File: src/rtl/swm_pkg.sv
`default_nettype none

package swm_pkg;

  // Build defaults for the top-level parameters
  localparam int DEF_MAX_WINDOW = 31;
  localparam int DEF_DATA_WIDTH = 32;

  // Fixed field widths
  localparam int SAMPLE_W   = 32;
  localparam int WIN_W      = 5;
  localparam int CFG_DATA_W = 32;
  localparam int CFG_ADDR_W = 4;

  // Register reset values
  localparam logic [WIN_W-1:0]      RST_WINDOW_LENGTH  = WIN_W'(3);
  localparam logic [CFG_DATA_W-1:0] RST_FILL_VALUE     = '0;
  localparam logic                  RST_SIGNED_COMPARE = 1'b1;

  // Register indexes (byte address = 4 * index)
  typedef enum logic [1:0] {
    REG_WINDOW_LENGTH  = 2'd0,
    REG_FILL_VALUE     = 2'd1,
    REG_SIGNED_COMPARE = 2'd2
  } cfg_reg_t;

  // Register file outputs toward the datapath
  typedef struct packed {
    logic [WIN_W-1:0]      window_length;
    logic                  signed_compare;
    logic                  refill;
    logic [CFG_DATA_W-1:0] refill_value;
  } swm_cfg_t;

  // Per-cycle control broadcast to every cell
  typedef struct packed {
    logic refill;
    logic advance;
    logic signed_cmp;
  } swm_cell_ctrl_t;

endpackage

`default_nettype wire

File: src/rtl/swm_cfg.sv
`default_nettype none

module swm_cfg import swm_pkg::*; #(
  parameter int MAX_WINDOW = DEF_MAX_WINDOW
) (
  input  wire logic                  clk,
  input  wire logic                  rst_n,
  input  wire logic                  psel,
  input  wire logic                  penable,
  input  wire logic                  pwrite,
  input  wire logic [CFG_ADDR_W-1:0] paddr,
  input  wire logic [CFG_DATA_W-1:0] pwdata,
  output logic      [CFG_DATA_W-1:0] prdata,
  output logic                       pready,
  output swm_cfg_t                   cfg
);

  logic [WIN_W-1:0]      win_r, win_nxt;
  logic [CFG_DATA_W-1:0] fill_r, fill_nxt;
  logic                  scmp_r, scmp_nxt;
  logic                  wr_en;
  logic                  refill;
  cfg_reg_t              reg_idx;

  assign pready  = 1'b1;
  assign wr_en   = psel & penable & pwrite;
  assign reg_idx = cfg_reg_t'(paddr[CFG_ADDR_W-1:2]);

  always_comb begin
    win_nxt  = win_r;
    fill_nxt = fill_r;
    scmp_nxt = scmp_r;
    refill   = 1'b0;
    if (wr_en) begin
      case (reg_idx)
        REG_WINDOW_LENGTH: begin
          // drop even lengths and lengths whose low WIN_W bits exceed the cell count
          if (pwdata[0] && (CFG_DATA_W'(pwdata[WIN_W-1:0]) <= CFG_DATA_W'(MAX_WINDOW))) begin
            win_nxt = pwdata[WIN_W-1:0];
            refill  = 1'b1;
          end
        end
        REG_FILL_VALUE: begin
          fill_nxt = pwdata;
          refill   = 1'b1;
        end
        REG_SIGNED_COMPARE: begin
          scmp_nxt = pwdata[0];
          refill   = 1'b1;
        end
        default: begin
          refill = 1'b0;
        end
      endcase
    end
  end

  always_ff @(posedge clk) begin
    if (!rst_n) begin
      win_r  <= RST_WINDOW_LENGTH;
      fill_r <= RST_FILL_VALUE;
      scmp_r <= RST_SIGNED_COMPARE;
    end else begin
      win_r  <= win_nxt;
      fill_r <= fill_nxt;
      scmp_r <= scmp_nxt;
    end
  end

  always_comb begin
    case (reg_idx)
      REG_WINDOW_LENGTH:  prdata = CFG_DATA_W'(win_r);
      REG_FILL_VALUE:     prdata = fill_r;
      REG_SIGNED_COMPARE: prdata = CFG_DATA_W'(scmp_r);
      default:            prdata = '0;
    endcase
  end

  assign cfg.window_length  = win_r;
  assign cfg.signed_compare = scmp_r;
  assign cfg.refill         = refill;
  assign cfg.refill_value   = fill_nxt;

endmodule

`default_nettype wire

File: config.mk
export PLATFORM = sky130hd
export DESIGN_NAME = swm_cfg
export DESIGN_NICKNAME = d
export VERILOG_FILES = /design/src/rtl/swm_pkg.sv /design/src/rtl/swm_cfg.sv
export SDC_FILE = /design/constraint.sdc
export NUM_CORES = 1
export LEC_CHECK = 0
export ABC_AREA = 1
export BUFFER_PORTS_ARGS = -buffer_cell sky130_fd_sc_hd__buf_2
export CAP_MARGIN = 40
export CORE_UTILIZATION = 35
export DETAILED_ROUTE_END_ITERATION = 8
export SKIP_CTS_REPAIR_TIMING = 1
export SYNTH_ARGS = -nofsm -noshare
export SYNTH_HDL_FRONTEND = slang
export SYNTH_SLANG_ARGS = --single-unit
export TNS_END_PERCENT = 100
File: constraint.sdc
create_clock -name clk -period 2.5 [get_ports clk]
set_clock_uncertainty 0.2 [all_clocks]
set_input_delay 0.25 -clock clk [delete_from_list [all_inputs] [get_ports clk]]
set_output_delay 0.25 -clock clk [all_outputs]
set_load 0.02 [all_outputs]
==> impl_metrics.env <==
export IMPL_syn_area_sq_mm=0.002282
export IMPL_drc_errors=0
export IMPL_final_common_cell="nand2_1"
export IMPL_r2r_start="fill_r[23]$_SDFF_PN0_"
export IMPL_holdPathEnd="win_r[1]$_SDFFE_PN1P_"
export IMPL_clk_latency_ns=0.28
export IMPL_num_rows=29
export IMPL_hold_viol=0
export IMPL_viasPerCell=4.520
export IMPL_max_freq_mhz=490.0
export IMPL_fin_tns_setup_ns=0
export IMPL_htree_levels=2
export IMPL_dr_wl_met2_microns=2844
export IMPL_final_cell_mix="nand2_1, buf_2, inv_1"
export IMPL_maxCapViolations=0
export IMPL_grtUsageTotal_pct=18.71
export IMPL_regArea_sq_um=740.7
export IMPL_ys_ff_latch=37
export IMPL_synth_cell_type_count=18
export IMPL_clock_path_buffers=2
export IMPL_maxSlewViolCount=0
export IMPL_hold_depth=3
export IMPL_reg2regPathDepth=4
export IMPL_cts_tree="yes"
export IMPL_peakVddDrop_mv=0.1432
export IMPL_wl_per_cell_microns=11.01
export IMPL_initial_core_util_pct=36.15
export IMPL_boundaryPins=113
export IMPL_topRoutingLayerUsed="met4"
export IMPL_grt_pass1_wl_microns=9735
export IMPL_finalCritPeriodShare_pct=81.63
export IMPL_netlist_instances=397
export IMPL_met1Wirelength_microns=2943
export IMPL_numCtsBuffers=5
export IMPL_die_area_sq_mm=0.006848
export IMPL_nFillCells=734
export IMPL_setup_viol=0
export IMPL_path_class="primary input to primary output"
export IMPL_clk_pin_slew_worst_paths_ns=0.07
export IMPL_hpwl_microns=4408
export IMPL_rsz0062_at_grt="false"
export IMPL_drive_gt1_share_pct=26.51
export IMPL_nNetsFinal=543
export IMPL_regToRegSetupSlack_ns=1.55
export IMPL_end_kind="primary output"
export IMPL_drtAntennaViolNets=0
export IMPL_wl_met3_microns=523
export IMPL_crit_fanout=48
export IMPL_syn_area_per_cell_sq_um=5.749
export IMPL_cp_data_required_time_ns=2.05
export IMPL_cts_root_buf="clkbuf_8"
export IMPL_vias=2599
export IMPL_firstDrtPassIters=4
export IMPL_drt_wl_total_microns=6333
export IMPL_grt_start_max_net_pins=49
export IMPL_worst_hold_path_type="primary input to flop"
export IMPL_timing_rr_end="fill_r[23]$_SDFF_PN0_"
export IMPL_antenna_found_initial=0
export IMPL_status="complete, no violations"
export IMPL_arrival_ns=1.59
export IMPL_cts_sinks=37
export IMPL_ys_seq_area_share_pct=32.46
export IMPL_dieHeight_microns=82.75
export IMPL_hold_start="pwdata[1]"
export IMPL_grt_overflow=0
export IMPL_grt_pass1_vias=2235
export IMPL_fin_util_pct=46.53
export IMPL_start_kind="primary input"
export IMPL_yosys_warnings=0
export IMPL_die_w_microns=82.75
export IMPL_routabilityCongestion=0.7935
export IMPL_p_leak_nw=1.946
export IMPL_min_period_ns=2.041
export IMPL_core_region_area_sq_mm=0.006314
export IMPL_power_density_mw_per_mm2=409.0
export IMPL_antennaDiodeCount=0
export IMPL_area_delta_synth_final_pct=28.73
export IMPL_multi_input_area_sq_mm=0.001262
export IMPL_drtIter0Drc=91
export IMPL_numPortBuffers=108
==> layer usage <==
metal	vias to the layer above	global-route usage, %
met3	2	5.275
met2	83	33.11
met4	0	4.655
met5	-	0
met1	1132	22.07
li1	1382	-
==> report_power, final <==
group          internal (mW)  leakage, nW  switching (mW)
sequential             0.597        0.299         0.00555
combinational         0.0703         1.61           0.131
clock                  0.198       0.0395           0.200
total                  0.865         1.95           0.336
==> critical path, stage by stage <==
cell and delay (ns):
buf_2 0.12, inv_1 0.09, ha_2 0.18, buf_4 0.42, nand2_1 0.11, nand2_1 0.09
nand2_1 0.06, nand2_1 0.08, buf_2 0.16
==> worst max-delay path by stage <==
stage | start | to | cells after the start
2_1_floorplan | paddr[3] | prdata[1] | 6
3_3_place_gp | paddr[3] | prdata[0] | 8
3_5_place_dp | paddr[3] | cfg[26] | 9
4_1_cts | paddr[3] | cfg[26] | 9
5_1_grt | paddr[3] | cfg[26] | 9
6_report | paddr[3] | cfg[26] | 9
==> synthesized netlist by cell type <==
library cell	n	area [sq um]
a21oi_1	37	185.2
buf_4	5	37.54
buf_6	3	33.78
clkbuf_1	2	7.510
nand2_2	10	62.56
nand2_1	226	848.3
conb_1	1	3.750
ha_1	5	62.56
o21ai_0	1	5.000
buf_1	1	3.750
nor2_2	1	6.260
buf_2	13	65.06
o21ai_1	1	5.000
nand3_1	7	35.03
inv_1	38	142.6
a21o_1	1	7.510
dfxtp_1	37	740.7
nor2_1	8	30.03
==> cell families (layout without fill, tap and decap cells) <==
group | after synthesis | after routing | synth area share (%)
DFF | 37 | 37 | 32.46
other | 1 | 2 | 0.1643
AOI/OAI and AO/OA | 40 | 40 | 8.881
adders and majority gates | 5 | 5 | 2.741
and+or+nand+nor | 252 | 252 | 43.04
buffers and inverters | 62 | 162 | 12.72
==> layout make-up <==
type	count	share of cell area [%]
flip-flops and latches	37	25.21
clock buffers	8	2.726
well taps	77	3.279
repair buffers	116	20.95
multi-input cells	299	42.97
inverters	38	4.855
==> state kept, by name (all words and copies together), names as in the netlist <==
register / count
fill_r: 32
scmp_r: 1
win_r: 4
==> stage by stage <==
stage | hold WS, ns | instances | cell area, sq um | setup slack (ns) | power (mW)
finish | 0.002487 | 575 | 2938 | 0.4592 | 1.202
global route | 0.01719 | 575 | 2938 | 0.3030 | 1.273
CTS | -0.007273 | 574 | 2928 | 0.4382 | 1.226
detailed placement | 0.2735 | 566 | 2848 | 0.4448 | 0.8184
global placement | 0.2697 | 566 | 2848 | 0.4520 | 0.8167
floorplan | 0.1346 | 398 | 2286 | 0.8602 | 0.7444
(Power assumes the default switching activity.)
