<file path="src/rtl/swm_pkg.sv">
`default_nettype none

package swm_pkg;

  // Build defaults for the top-level parameters
  localparam int DEF_MAX_WINDOW = 31;
  localparam int DEF_DATA_WIDTH = 32;

  // Fixed field widths
  localparam int SAMPLE_W   = 32;
  localparam int WIN_W      = 5;
  localparam int CFG_DATA_W = 32;
  localparam int CFG_ADDR_W = 4;

  // Register reset values
  localparam logic [WIN_W-1:0]      RST_WINDOW_LENGTH  = WIN_W'(3);
  localparam logic [CFG_DATA_W-1:0] RST_FILL_VALUE     = '0;
  localparam logic                  RST_SIGNED_COMPARE = 1'b1;

  // Register indexes (byte address = 4 * index)
  typedef enum logic [1:0] {
    REG_WINDOW_LENGTH  = 2'd0,
    REG_FILL_VALUE     = 2'd1,
    REG_SIGNED_COMPARE = 2'd2
  } cfg_reg_t;

  // Register file outputs toward the datapath
  typedef struct packed {
    logic [WIN_W-1:0]      window_length;
    logic                  signed_compare;
    logic                  refill;
    logic [CFG_DATA_W-1:0] refill_value;
  } swm_cfg_t;

  // Per-cycle control broadcast to every cell
  typedef struct packed {
    logic refill;
    logic advance;
    logic signed_cmp;
  } swm_cell_ctrl_t;

endpackage

`default_nettype wire

</file>
<file path="src/rtl/swm_cell.sv">
`default_nettype none

module swm_cell import swm_pkg::*; #(
  parameter int DATA_WIDTH = DEF_DATA_WIDTH,
  parameter int AGE_W      = 5,
  parameter int CELL_INDEX = 0
) (
  input  wire logic                  clk,
  input  wire logic                  rst_n,
  input  wire swm_cell_ctrl_t        ctrl,
  input  wire logic [AGE_W-1:0]      last_idx,
  input  wire logic [DATA_WIDTH-1:0] sample_val,
  input  wire logic [DATA_WIDTH-1:0] fill_val,
  input  wire logic [DATA_WIDTH-1:0] left_val,
  input  wire logic [AGE_W-1:0]      left_age,
  input  wire logic                  left_rm,
  input  wire logic                  left_lt,
  input  wire logic [DATA_WIDTH-1:0] right_val,
  input  wire logic [AGE_W-1:0]      right_age,
  output logic      [DATA_WIDTH-1:0] slot_val,
  output logic      [AGE_W-1:0]      slot_age,
  output logic                       rm_out,
  output logic                       lt_out,
  output logic      [DATA_WIDTH-1:0] slot_val_nxt
);

  localparam logic [AGE_W-1:0] MY_IDX = AGE_W'(CELL_INDEX);

  logic [DATA_WIDTH-1:0] val_r, val_nxt;
  logic [AGE_W-1:0]      age_r, age_nxt;
  logic [DATA_WIDTH-1:0] sign_mask;
  logic                  active, is_last, rm_here, lt_here;
  logic [DATA_WIDTH-1:0] c_here_val, c_left_val;
  logic [AGE_W-1:0]      c_here_age, c_left_age;

  assign active  = (MY_IDX <= last_idx);
  assign is_last = (MY_IDX == last_idx);

  // oldest slot at or left of this cell: the compacted row pulls from the right
  assign rm_here    = left_rm | (active && (age_r == '0));
  assign c_here_val = rm_here ? right_val : val_r;
  assign c_here_age = rm_here ? right_age : age_r;
  assign c_left_val = left_rm ? val_r : left_val;
  assign c_left_age = left_rm ? age_r : left_age;

  assign sign_mask = {ctrl.signed_cmp, {(DATA_WIDTH-1){1'b0}}};
  assign lt_here   = is_last | ((sample_val ^ sign_mask) < (c_here_val ^ sign_mask));

  always_comb begin
    val_nxt = val_r;
    age_nxt = age_r;
    if (ctrl.refill) begin
      val_nxt = fill_val;
      age_nxt = MY_IDX;
    end else if (ctrl.advance && active) begin
      if (left_lt) begin
        val_nxt = c_left_val;
        age_nxt = c_left_age - AGE_W'(1);
      end else if (lt_here) begin
        val_nxt = sample_val;
        age_nxt = last_idx;
      end else begin
        val_nxt = c_here_val;
        age_nxt = c_here_age - AGE_W'(1);
      end
    end
  end

  always_ff @(posedge clk) begin
    if (!rst_n) begin
      val_r <= '0;
      age_r <= MY_IDX;
    end else begin
      val_r <= val_nxt;
      age_r <= age_nxt;
    end
  end

  assign slot_val     = val_r;
  assign slot_age     = age_r;
  assign rm_out       = rm_here;
  assign lt_out       = lt_here;
  assign slot_val_nxt = val_nxt;

endmodule

`default_nettype wire

</file>
<file path="config.mk">
export PLATFORM = sky130hd
export DESIGN_NAME = swm_cell
export DESIGN_NICKNAME = d
export VERILOG_FILES = /design/src/rtl/swm_pkg.sv /design/src/rtl/swm_cell.sv
export SDC_FILE = /design/constraint.sdc
export NUM_CORES = 1
export LEC_CHECK = 0
export ABC_AREA = 0
export BUFFER_PORTS_ARGS = -buffer_cell sky130_fd_sc_hd__buf_2
export CAP_MARGIN = 10
export CORE_ASPECT_RATIO = 0.8
export CORE_UTILIZATION = 48
export CTS_CLUSTER_SIZE = 10
export DETAILED_ROUTE_END_ITERATION = 12
export GPL_TIMING_DRIVEN = 0
export HOLD_SLACK_MARGIN = 0.02
export PLACE_DENSITY = 0.82
export SLEW_MARGIN = 25
export SYNTH_ARGS = -nofsm -noshare
export SYNTH_HDL_FRONTEND = slang
export SYNTH_SLANG_ARGS = --single-unit
</file>
<file path="constraint.sdc">
create_clock -name clk -period 5.3 [get_ports clk]
set_input_delay 1.06 -clock clk [delete_from_list [all_inputs] [get_ports clk]]
set_output_delay 1.06 -clock clk [all_outputs]
set_load 0.005 [all_outputs]
</file>
==> impl_results.md, run 1 <==
* HP Class: flop to flop
* Syn Area/Cell at 7.42 µm²
* Hpwl dp at between 10000 and 15000 µm
* Status: finished, final reports clean
* FMAX at approximately 190 MHz
* CTS tree: yes
* Clock Latency Late Sink at 0.28 ns
* Final instance area at ~0.0066 mm²
* LEAKAGE at 3.05 nW
* Routed vias/inst at approximately 5.7
* Post-synth EDFFs at 0
* TritonCTS Sinks at 37
* YS warnings at 0
* Chip Height at 90.7 µm
* Setup_tns at 0 ns
* Worst Hold Launch: slot_age[1]$_SDFFE_PP0P_
* Clock slew at reported path FFs at 0.06 ns
* Total die area at 0.0102 mm²
* Worst-margin pin slew at 0.744 ns
* TritonCTS Buffers at 5
* Post-Layout Cell Count at 989
* Sw frac at 0.385
* Area after DPL at 0.00596 mm²
* All-Layer GR Usage at 0.308
* Seq/Total Area, Yosys at 0.157
* Layer with the highest usage: met2
* Slew margin rel. at 0.504
* Routability congestion estimate at 0.908
* Synth Instances at 636
* Worst-path maximum fanout at 9
* Clk_skew at 0.0110 ns
* NetSw at approximately 0.54 mW
* DR pass1 iterations at 5
* Core ar. at 0.00931 mm²
* Largest net degree at the start of global routing at 12
* First-pass GRT wire length at 25300 µm
* Hold_buf cts at 0
* Min Tclk post-route at 5.23 ns
* Row count at 31
* DRT iter0 DRCs at 306
* Worst EP arrival at 4.17 ns
* Starting Density at 0.507
* Worst R2R Start: slot_age[4]$_SDFFE_PP0P_
* PwrDens at 212 mW/mm²
* Worst EP required at approximately 4.2 ns
* H-tree depth at 2
* Flop pwr share at 0.234
* Gr ovfl total at 0
* Internal power consumption at ~0.86 mW
* Logic pwr share at 0.562
* CTS root buf: clkbuf_16
* Final period util at 0.986
* Count of pins over their slew limit at 0
* Final setup vio count at 0
* DRC at 0
* PnR Total Power at 1.39 mW
* Met1 Resource Use GR at 0.413
* CTS max path bufs at 2
* CP Class: input pin to output pin
* P&R area growth vs syn at 39.1%
* Wirelength per Cell at around 17 µm
* Crit end category: output pin
* Ys flop type: dfxtp_1
* Final nets at 1057
* # IOs at 221
* Final Hold Fails at 0
* Number of synthesized register bits at 37
* GR Layer Usage met2 at 0.514
* IO Port Bufs at 218
* Final ANT Viol Nets at 0
* Die X at 113 µm
* Setup crit start kind: input pin
* Synth Net Count at 819
* Cells after DPL at between 900 and 1000
* Post-synthesis async set-or-reset flop share at 0
* Clock Power Share at 0.204
* VDD IR max at 0.131 mV
* Final WL at between 15000 and 20000 µm
* Mapped Area at 0.00472 mm²
* Share of cells above drive strength 1 at 0.370
* Vias in the first global route at 5108
* Vias at ~5700
* Initial antenna violation count at 0
* Cell variety after synth at between 50 and 60
* Worst Setup SP: left_rm
* GR Util met3 at 0.0483
* Max cap viols at 0
[Yosys cell counts, drive strengths merged (4+ instances only)]
cell type  count  area [µm²]
o21a          33         248
nand2b         5        31.3
a21oi         78         394
dfxtp         37         741
buf           13        70.1
a211oi        37         283
inv            4        15.0
nor2b         39         244
o21ai         13        76.3
nand2         82         308
nor2          79         304
ha            33         413
clkbuf        28         105
mux2          36         409
nand4          6        37.5
mux2i         70         701
[sequential cells by signal, indices dropped and copies added, names as in the netlist]
register	flops
slot_age	5
slot_val	32
[worst max-delay path: stages]
cell and delay [ns]:
buf_6 0.12, a21oi_4 0.15, buf_6 0.17, clkinv_8 0.09, mux2i_4 0.20, xor2_1 0.15, ha_1 0.34, nand4_1 0.16
nor3_4 0.28, nand4_1 0.21, a311oi_4 0.33, o21ai_4 0.09, buf_6 0.15, clkbuf_16 0.17, mux2i_4 0.19, a21oi_2 0.16
buf_2 0.13
[through the flow]
step                      hold WS (ns)   util  worst slack [ns]
after floorplan                  0.526      -             0.332
after global placement           0.555  0.640            -0.948
after detailed placement         0.562  0.640            -0.914
after CTS                        0.575  0.668           0.00778
after global routing             0.621  0.706           -0.0286
final                            0.581  0.706            0.0730
[layout make-up]
| cell class | instances | area, µm² |
|---|---|---|
| well taps | 115 | 144 |
| diodes | 1 | 2.50 |
| fillers | 815 | 2740 |
| clock buffers | 5 | 125 |
| flip-flops and latches | 37 | 741 |
| clock inverters | 1 | 5.00 |
| multi-input cells | 553 | 4070 |
| plain buffers | 40 | 221 |
| inverters | 5 | 31.3 |
| repair buffers | 232 | 1230 |
[placed cells by master, fill, tap and decap left out, types with 3 or more instances in the layout]
cell       Yosys  final
and2_1         3      3
a211oi_1      36     35
inv_1          3      3
nand2b_1       5      5
mux2i_4        0     11
buf_1          7      6
a21oi_1       77     66
a21oi_2        1     11
nor2b_1       39     39
nand3_1        3      3
buf_2          2    217
buf_12         0      3
a31oi_1        3      3
clkbuf_1      28     28
nand2_1       82     82
ha_1          33     33
mux2i_1       70     52
mux2i_2        0      7
dfxtp_1       37     37
nand4_1        6      6
nor2_1        78     78
xor2_1         3      3
o21a_1        33     33
clkbuf_16      0      6
buf_6          1      7
mux2_2        35     34
buf_4          3     10
o21ai_0       11     11
[power groups by stage]
stage / Combinational (mW) / Clock, mW / Sequential, mW
finish: 0.783 / 0.284 / 0.326
global route: 0.847 / 0.303 / 0.330
CTS: 0.665 / 0.287 / 0.324
detailed placement: 0.631 / 0 / 0.330
global placement: 0.623 / 0 / 0.330
floorplan: 0.423 / 0 / 0.328
[worst paths after layout]
| check | slack (ns) | to | cells after the start |
|---|---|---|---|
| max reg2reg | 1.44 | slot_val[0]$_SDFF_PN0_ | 17 |
| max | 0.07 | slot_val_nxt[19] | 17 |
| min | 0.58 | slot_age[1]$_SDFFE_PP0P_ | 2 |
| min reg2reg | 0.58 | slot_age[1]$_SDFFE_PP0P_ | 2 |
[kinds of logic (layout without fill, tap and decap cells)]
family	count (synthesis)	after routing	share of synthesized area
other cells	0	1	0
buf+inv	46	283	0.0411
flops	37	37	0.157
fa+ha+maj	33	33	0.0874
xor+xnor	5	5	0.00928
simple gates	228	228	0.219
compound gates	181	181	0.251
mux	106	106	0.235
[per-layer routing]
layer  wire [µm]  vias up  part of all wire
met5           0        -                 0
met4         272        0             0.016
met3        1190       26             0.072
met2        7610      239              0.46
met1        7470     2624              0.45
li1            -     2787                 -
[what timing repair did]
action	4_1_cts	5_1_grt
endpoints found under the setup margin	33	32
pin swaps	7	12
cloned	0	1
setup buffers	7	6
resized for setup	23	57
(Power assumes the default switching activity.)
==> inputs of run 2 (changes only) <==
Clock period 5.3 ns to 6 ns, I/O delays scaled along.
==> run 2 against run 1 <==
Compared with the run above:
- count of clock-buffer cells in the layout unchanged
- die area is the same
- largest power group unchanged
- largest cell class unchanged
- non-clock buffer count decreased by 10
- highest routed layer unchanged
- combinational power is 24% lower
- design area decreased by 5.6%
==> impl_results.md, run 2 (synthesized netlist as in run 1, its figures left out) <==
* All-Layer GR Usage at 0.305
* Hold_buf cts at 0
* CTS max path bufs at 2
* Final period util at 0.965
* Hold_ws at between 0.5 and 0.6 ns
* Hpwl dp at 12700 µm
* PnR Total Power at about 1.1 mW
* Routed vias/inst at 5.68
* Final nets at 1047
* Routability congestion estimate at ~0.91
* Min Tclk post-route at 5.79 ns
* DRT iter0 DRCs at 343
* TritonCTS Sinks at 37
* Setup_tns at 0 ns
* Crit end category: output pin
* First-pass GRT wire length at 25000 µm
* Final WL at 16000 µm
* Clock slew at reported path FFs at 0.06 ns
* Share of cells above drive strength 1 at 0.330
* Final setup vio count at 0
* Largest net degree at the start of global routing at 12
* CTS tree: yes
* Most common cell after layout, fill and taps aside: buf_2
* Chip Height at just over 90 µm
* VDD IR max at roughly 0.12 mV
* Status: finished, final reports clean
* Final ANT Viol Nets at 0
* Wirelength per Cell at 16.3 µm
* Initial antenna violation count at 0
* Gr ovfl total at 0
* Cells after DPL at 969
* Final Hold Fails at 0
* Total die area at 0.0102 mm²
* Clock Latency Late Sink at approximately 0.28 ns
* PwrDens at 182 mW/mm²
* Row count at 31
* P&R area growth vs syn at 31.3%
* Starting Density at 0.507
* Count of pins over their slew limit at 0
* Clk_skew at 0.0111 ns
* Final instance area at 0.00620 mm²
* # IOs at 221
* Worst-margin pin slew at 0.842 ns
* Vias in the first global route at ~5000
* CTS root buf: clkbuf_16
* Worst-path maximum fanout at 10
* CP Class: input pin to output pin
* Worst EP arrival at 4.59 ns
* FMAX at 173 MHz
* HP Class: flop to flop
* Max cap viols at 0
* TritonCTS Buffers at 5
* Setup crit start kind: input pin
* Die X at between 100 and 150 µm
* RSZ-0062 raised after global routing: false
* Vias at 5562
* H-tree depth at 2
* DR pass1 iterations at 6
* Core ar. at between 0.009 and 0.01 mm²
* IO Port Bufs at 218
* Area after DPL at 0.00596 mm²
* Slew margin rel. at 0.424
* Largest register FFs at 32
* Worst EP required at 4.80 ns
* Most frequent cells in the layout: buf_2, nand2_1, nor2_1, a21oi_1, mux2i_1
* LEAKAGE at 2.98 nW
* Post-Layout Cell Count at around 980
* DRC at 0
-- run 2: worst paths after layout --
kind	startpoint	slack, ns	endpoint	cells after the start
max	left_rm	0.21	slot_val_nxt[12]	16
min	slot_age[1]$_SDFFE_PP0P_	0.58	slot_age[1]$_SDFFE_PP0P_	2
max reg2reg	slot_age[4]$_SDFFE_PP0P_	2.09	slot_val[0]$_SDFF_PN0_	16
min reg2reg	slot_age[1]$_SDFFE_PP0P_	0.58	slot_age[1]$_SDFFE_PP0P_	2
-- run 2: metrics by stage --
step / util / setup slack, ns
floorplan: - / 0.752
global placement: 0.640 / -0.528
detailed placement: 0.640 / -0.494
CTS: 0.656 / 0.0304
global route: 0.666 / 0.0175
finish: 0.666 / 0.213
-- run 2: final cells by class --
cell class | count | area [µm²]
diodes | 1 | 2.50
clock buffers | 5 | 125
flip-flops and latches | 37 | 741
multi-input cells | 553 | 3840
plain buffers | 40 | 188
repair buffers | 222 | 1130
fillers | 893 | 3110
well taps | 115 | 144
inverters | 5 | 21.3
clock inverters | 1 | 5.00
-- run 2: report_power, final --
group	total [mW]	internal (mW)	switching, mW	leakage, nW
Clock	0.251	0.149	0.102	0.0655
Sequential	0.287	0.266	0.0212	0.306
Combinational	0.593	0.281	0.312	2.61
Total	1.13	0.695	0.436	2.98
-- run 2: worst max-delay path, stage by stage --
cell	delay [ns]
buf_2	0.16
a21oi_2	0.19
buf_6	0.20
buf_6	0.21
mux2i_1	0.27
ha_1	0.28
a21oi_1	0.18
o21ai_1	0.12
a221oi_2	0.43
o2111ai_4	0.22
o21ai_4	0.25
buf_12	0.14
buf_6	0.16
mux2i_2	0.31
a21oi_1	0.11
buf_2	0.13
-- run 2: timing repair --
item | CTS | global route
resized for setup | 9 | 11
setup buffers | 0 | 4
pin swaps | 0 | 3
setup endpoints to repair | 33 | 29
endpoints found under the hold margin | 0 | 0
-- run 2: per-layer routing --
| metal | global-route usage | share of wire |
|---|---|---|
| met5 | 0 | 0 |
| met4 | 0.0713 | 0.014 |
| met3 | 0.0490 | 0.078 |
| met2 | 0.507 | 0.45 |
| met1 | 0.412 | 0.46 |
==> inputs of run 3 (changes only) <==
Settings changed: CORE_UTILIZATION 48 to 50, CTS_BUF_LIST set to sky130_fd_sc_hd__clkbuf_8, PLACE_DENSITY 0.82 to 0.85.
Clock period 6 ns to 7.5 ns, I/O delays scaled along.
==> run 3 against run 2 <==
Compared with the run above:
- sequential power shrank 20%
- non-clock buffer count is 3 lower
- via count is 0.16% lower
- sequential share of layout area is 0.21 points higher
- combinational power decreased by 24%
- power is 21% lower
- design area down 1.8%
- critical path type unchanged
- critical path depth shrank 1
- worst hold slack lost 0.0061 ns
- count of clock-buffer cells in the layout stayed put
- clock power down 14%
- core utilization up 0.22 points
==> impl_results.md, run 3 (synthesized netlist as in run 1, its figures left out) <==
* Crit end category: output pin
* Core ar. at 0.00911 mm²
* # diodes at 0
* Largest net degree at the start of global routing at 13
* Setup crit end: slot_val_nxt[15]
* CTS tree: yes
* Clk_skew at between 0.01 and 0.015 ns
* Routed vias/inst at roughly 5.7
* Status: finished, final reports clean
* Worst R2R Start: slot_age[4]$_SDFFE_PP0P_
* CTS max path bufs at 2
* Chip Height at 88.9 µm
* Worst EP arrival at 5.56 ns
* Setup WS post-layout at 0.440 ns
* FMAX at 142 MHz
* Clock slew at reported path FFs at 0.08 ns
* Final period util at 0.941
* VDD IR max at 0.0848 mV
* Initial antenna violation count at 0
* CP Class: input pin to output pin
* Largest register FFs at 32
* Min Tclk post-route at between 7 and 8 ns
* Routability congestion estimate at 0.929
* Reg2reg path depth at 14
* Total die area at 0.00984 mm²
* Most common cell after layout, fill and taps aside: buf_2
* HP Class: flop to flop
* CTS root buf: clkbuf_8
* RSZ-0062 raised after global routing: false
* First-pass GRT wire length at around 25000 µm
* Slew margin rel. at 0.357
* Reg2Reg Setup Slack at 2.98 ns
* RR Endpoint: slot_val[3]$_SDFF_PN0_
* P&R area growth vs syn at 29.0%
* Hold_ws at 0.571 ns
* Max cap viols at 0
* Worst-margin pin slew at ~0.94 ns
* LEAKAGE at a little under 3 nW
* TritonCTS Sinks at 37
* Final WL at roughly 16000 µm
* TritonCTS Buffers at 5
* Hold_buf cts at 0
* PnR Total Power at approximately 0.9 mW
* PwrDens at 147 mW/mm²
* All-Layer GR Usage at 0.313
* Hpwl dp at 12700 µm
* Die X at 111 µm
* Final ANT Viol Nets at 0
* Worst EP required at 6.00 ns
* Gr ovfl total at 0
* Setup_tns at 0 ns
* Starting Density at 0.518
* IO Port Bufs at approximately 220
* DRT iter0 DRCs at 365
* Dpl ws at ~0.47 ns
* Row count at 31
* Setup bufs post-CTS at 0
* Most frequent cells in the layout: buf_2, nand2_1, nor2_1, a21oi_1, mux2i_1
* Final nets at 1044
* Setup crit start kind: input pin
* Worst hold stages at 2
* Worst-path maximum fanout at 10
* Vias at 5553
* Final setup vio count at 0
* Share of cells above drive strength 1 at 0.320
* DR pass1 iterations at 5
* H-tree depth at 2
* Clock Latency Late Sink at 0.30 ns
* Worst Setup SP: left_rm
* Wirelength per Cell at 16.4 µm
* # IOs at 221
* Vias in the first global route at just under 5000
* Final Hold Fails at 0
* Post_cts resized at 0
* Count of pins over their slew limit at 0
* DRC at 0
[run 3: changes by cell type in the layout (fill, tap and decap cells not counted), moves of 2 or more]
cell and delta:
buf_2 +2, bufinv_16 +2, mux2i_1 +3, clkbuf_8 +5, buf_6 -3, buf_4 -2
clkbuf_16 -5, mux2i_2 -3
[run 3: through the flow]
step | cell area [µm²] | std cells | utilization
floorplan | 4720 | 636 | -
global placement | 5960 | 969 | 0.654
detailed placement | 5960 | 969 | 0.654
CTS | 6090 | 977 | 0.668
global route | 6090 | 977 | 0.668
finish | 6090 | 977 | 0.668
[run 3: cell type report]
type	instances	area, µm²
fill	846	3020
clock inverter	3	65.1
timing repair buffer	218	1090
tap	115	144
buffer	41	175
multi-input combinational	553	3790
sequential	37	741
clock buffer	5	68.8
inverter	5	18.8
[run 3: worst min path at each step]
stage | startpoint | endpoint | slack, ns
3_5_place_dp | slot_age[1]$_SDFFE_PP0P_ | slot_age[1]$_SDFFE_PP0P_ | 0.56
2_1_floorplan | slot_age[1]$_SDFFE_PP0P_ | slot_age[1]$_SDFFE_PP0P_ | 0.53
6_report | slot_age[1]$_SDFFE_PP0P_ | slot_age[1]$_SDFFE_PP0P_ | 0.57
5_1_grt | slot_age[1]$_SDFFE_PP0P_ | slot_age[1]$_SDFFE_PP0P_ | 0.65
3_3_place_gp | slot_age[1]$_SDFFE_PP0P_ | slot_age[1]$_SDFFE_PP0P_ | 0.56
4_1_cts | slot_age[1]$_SDFFE_PP0P_ | slot_age[1]$_SDFFE_PP0P_ | 0.57
[run 3: power breakdown]
group	switching, mW	leakage [nW]	internal, mW
sequential	0.0174	0.306	0.212
clock	0.0829	0.0681	0.132
combinational	0.243	2.57	0.209
total	0.343	2.95	0.554
[run 3: worst max-delay path, stage by stage]
cell	delay, ns
buf_2	0.15
a21oi_2	0.16
buf_6	0.20
buf_1	0.67
mux2i_1	0.32
ha_1	0.30
a211oi_1	0.21
o211ai_1	0.12
o221ai_1	0.26
o2111ai_1	0.39
o21ai_4	0.40
buf_4	0.28
mux2i_1	0.30
a21oi_1	0.13
buf_2	0.14
[run 3: metal layers]
| metal | share of wire | track usage | vias to the layer above |
|---|---|---|---|
| li1 | - | - | 2754 |
| met1 | 0.46 | 0.424 | 2519 |
| met2 | 0.45 | 0.522 | 253 |
| met3 | 0.074 | 0.0515 | 27 |
| met4 | 0.018 | 0.0848 | 0 |
| met5 | 0 | 0 | - |
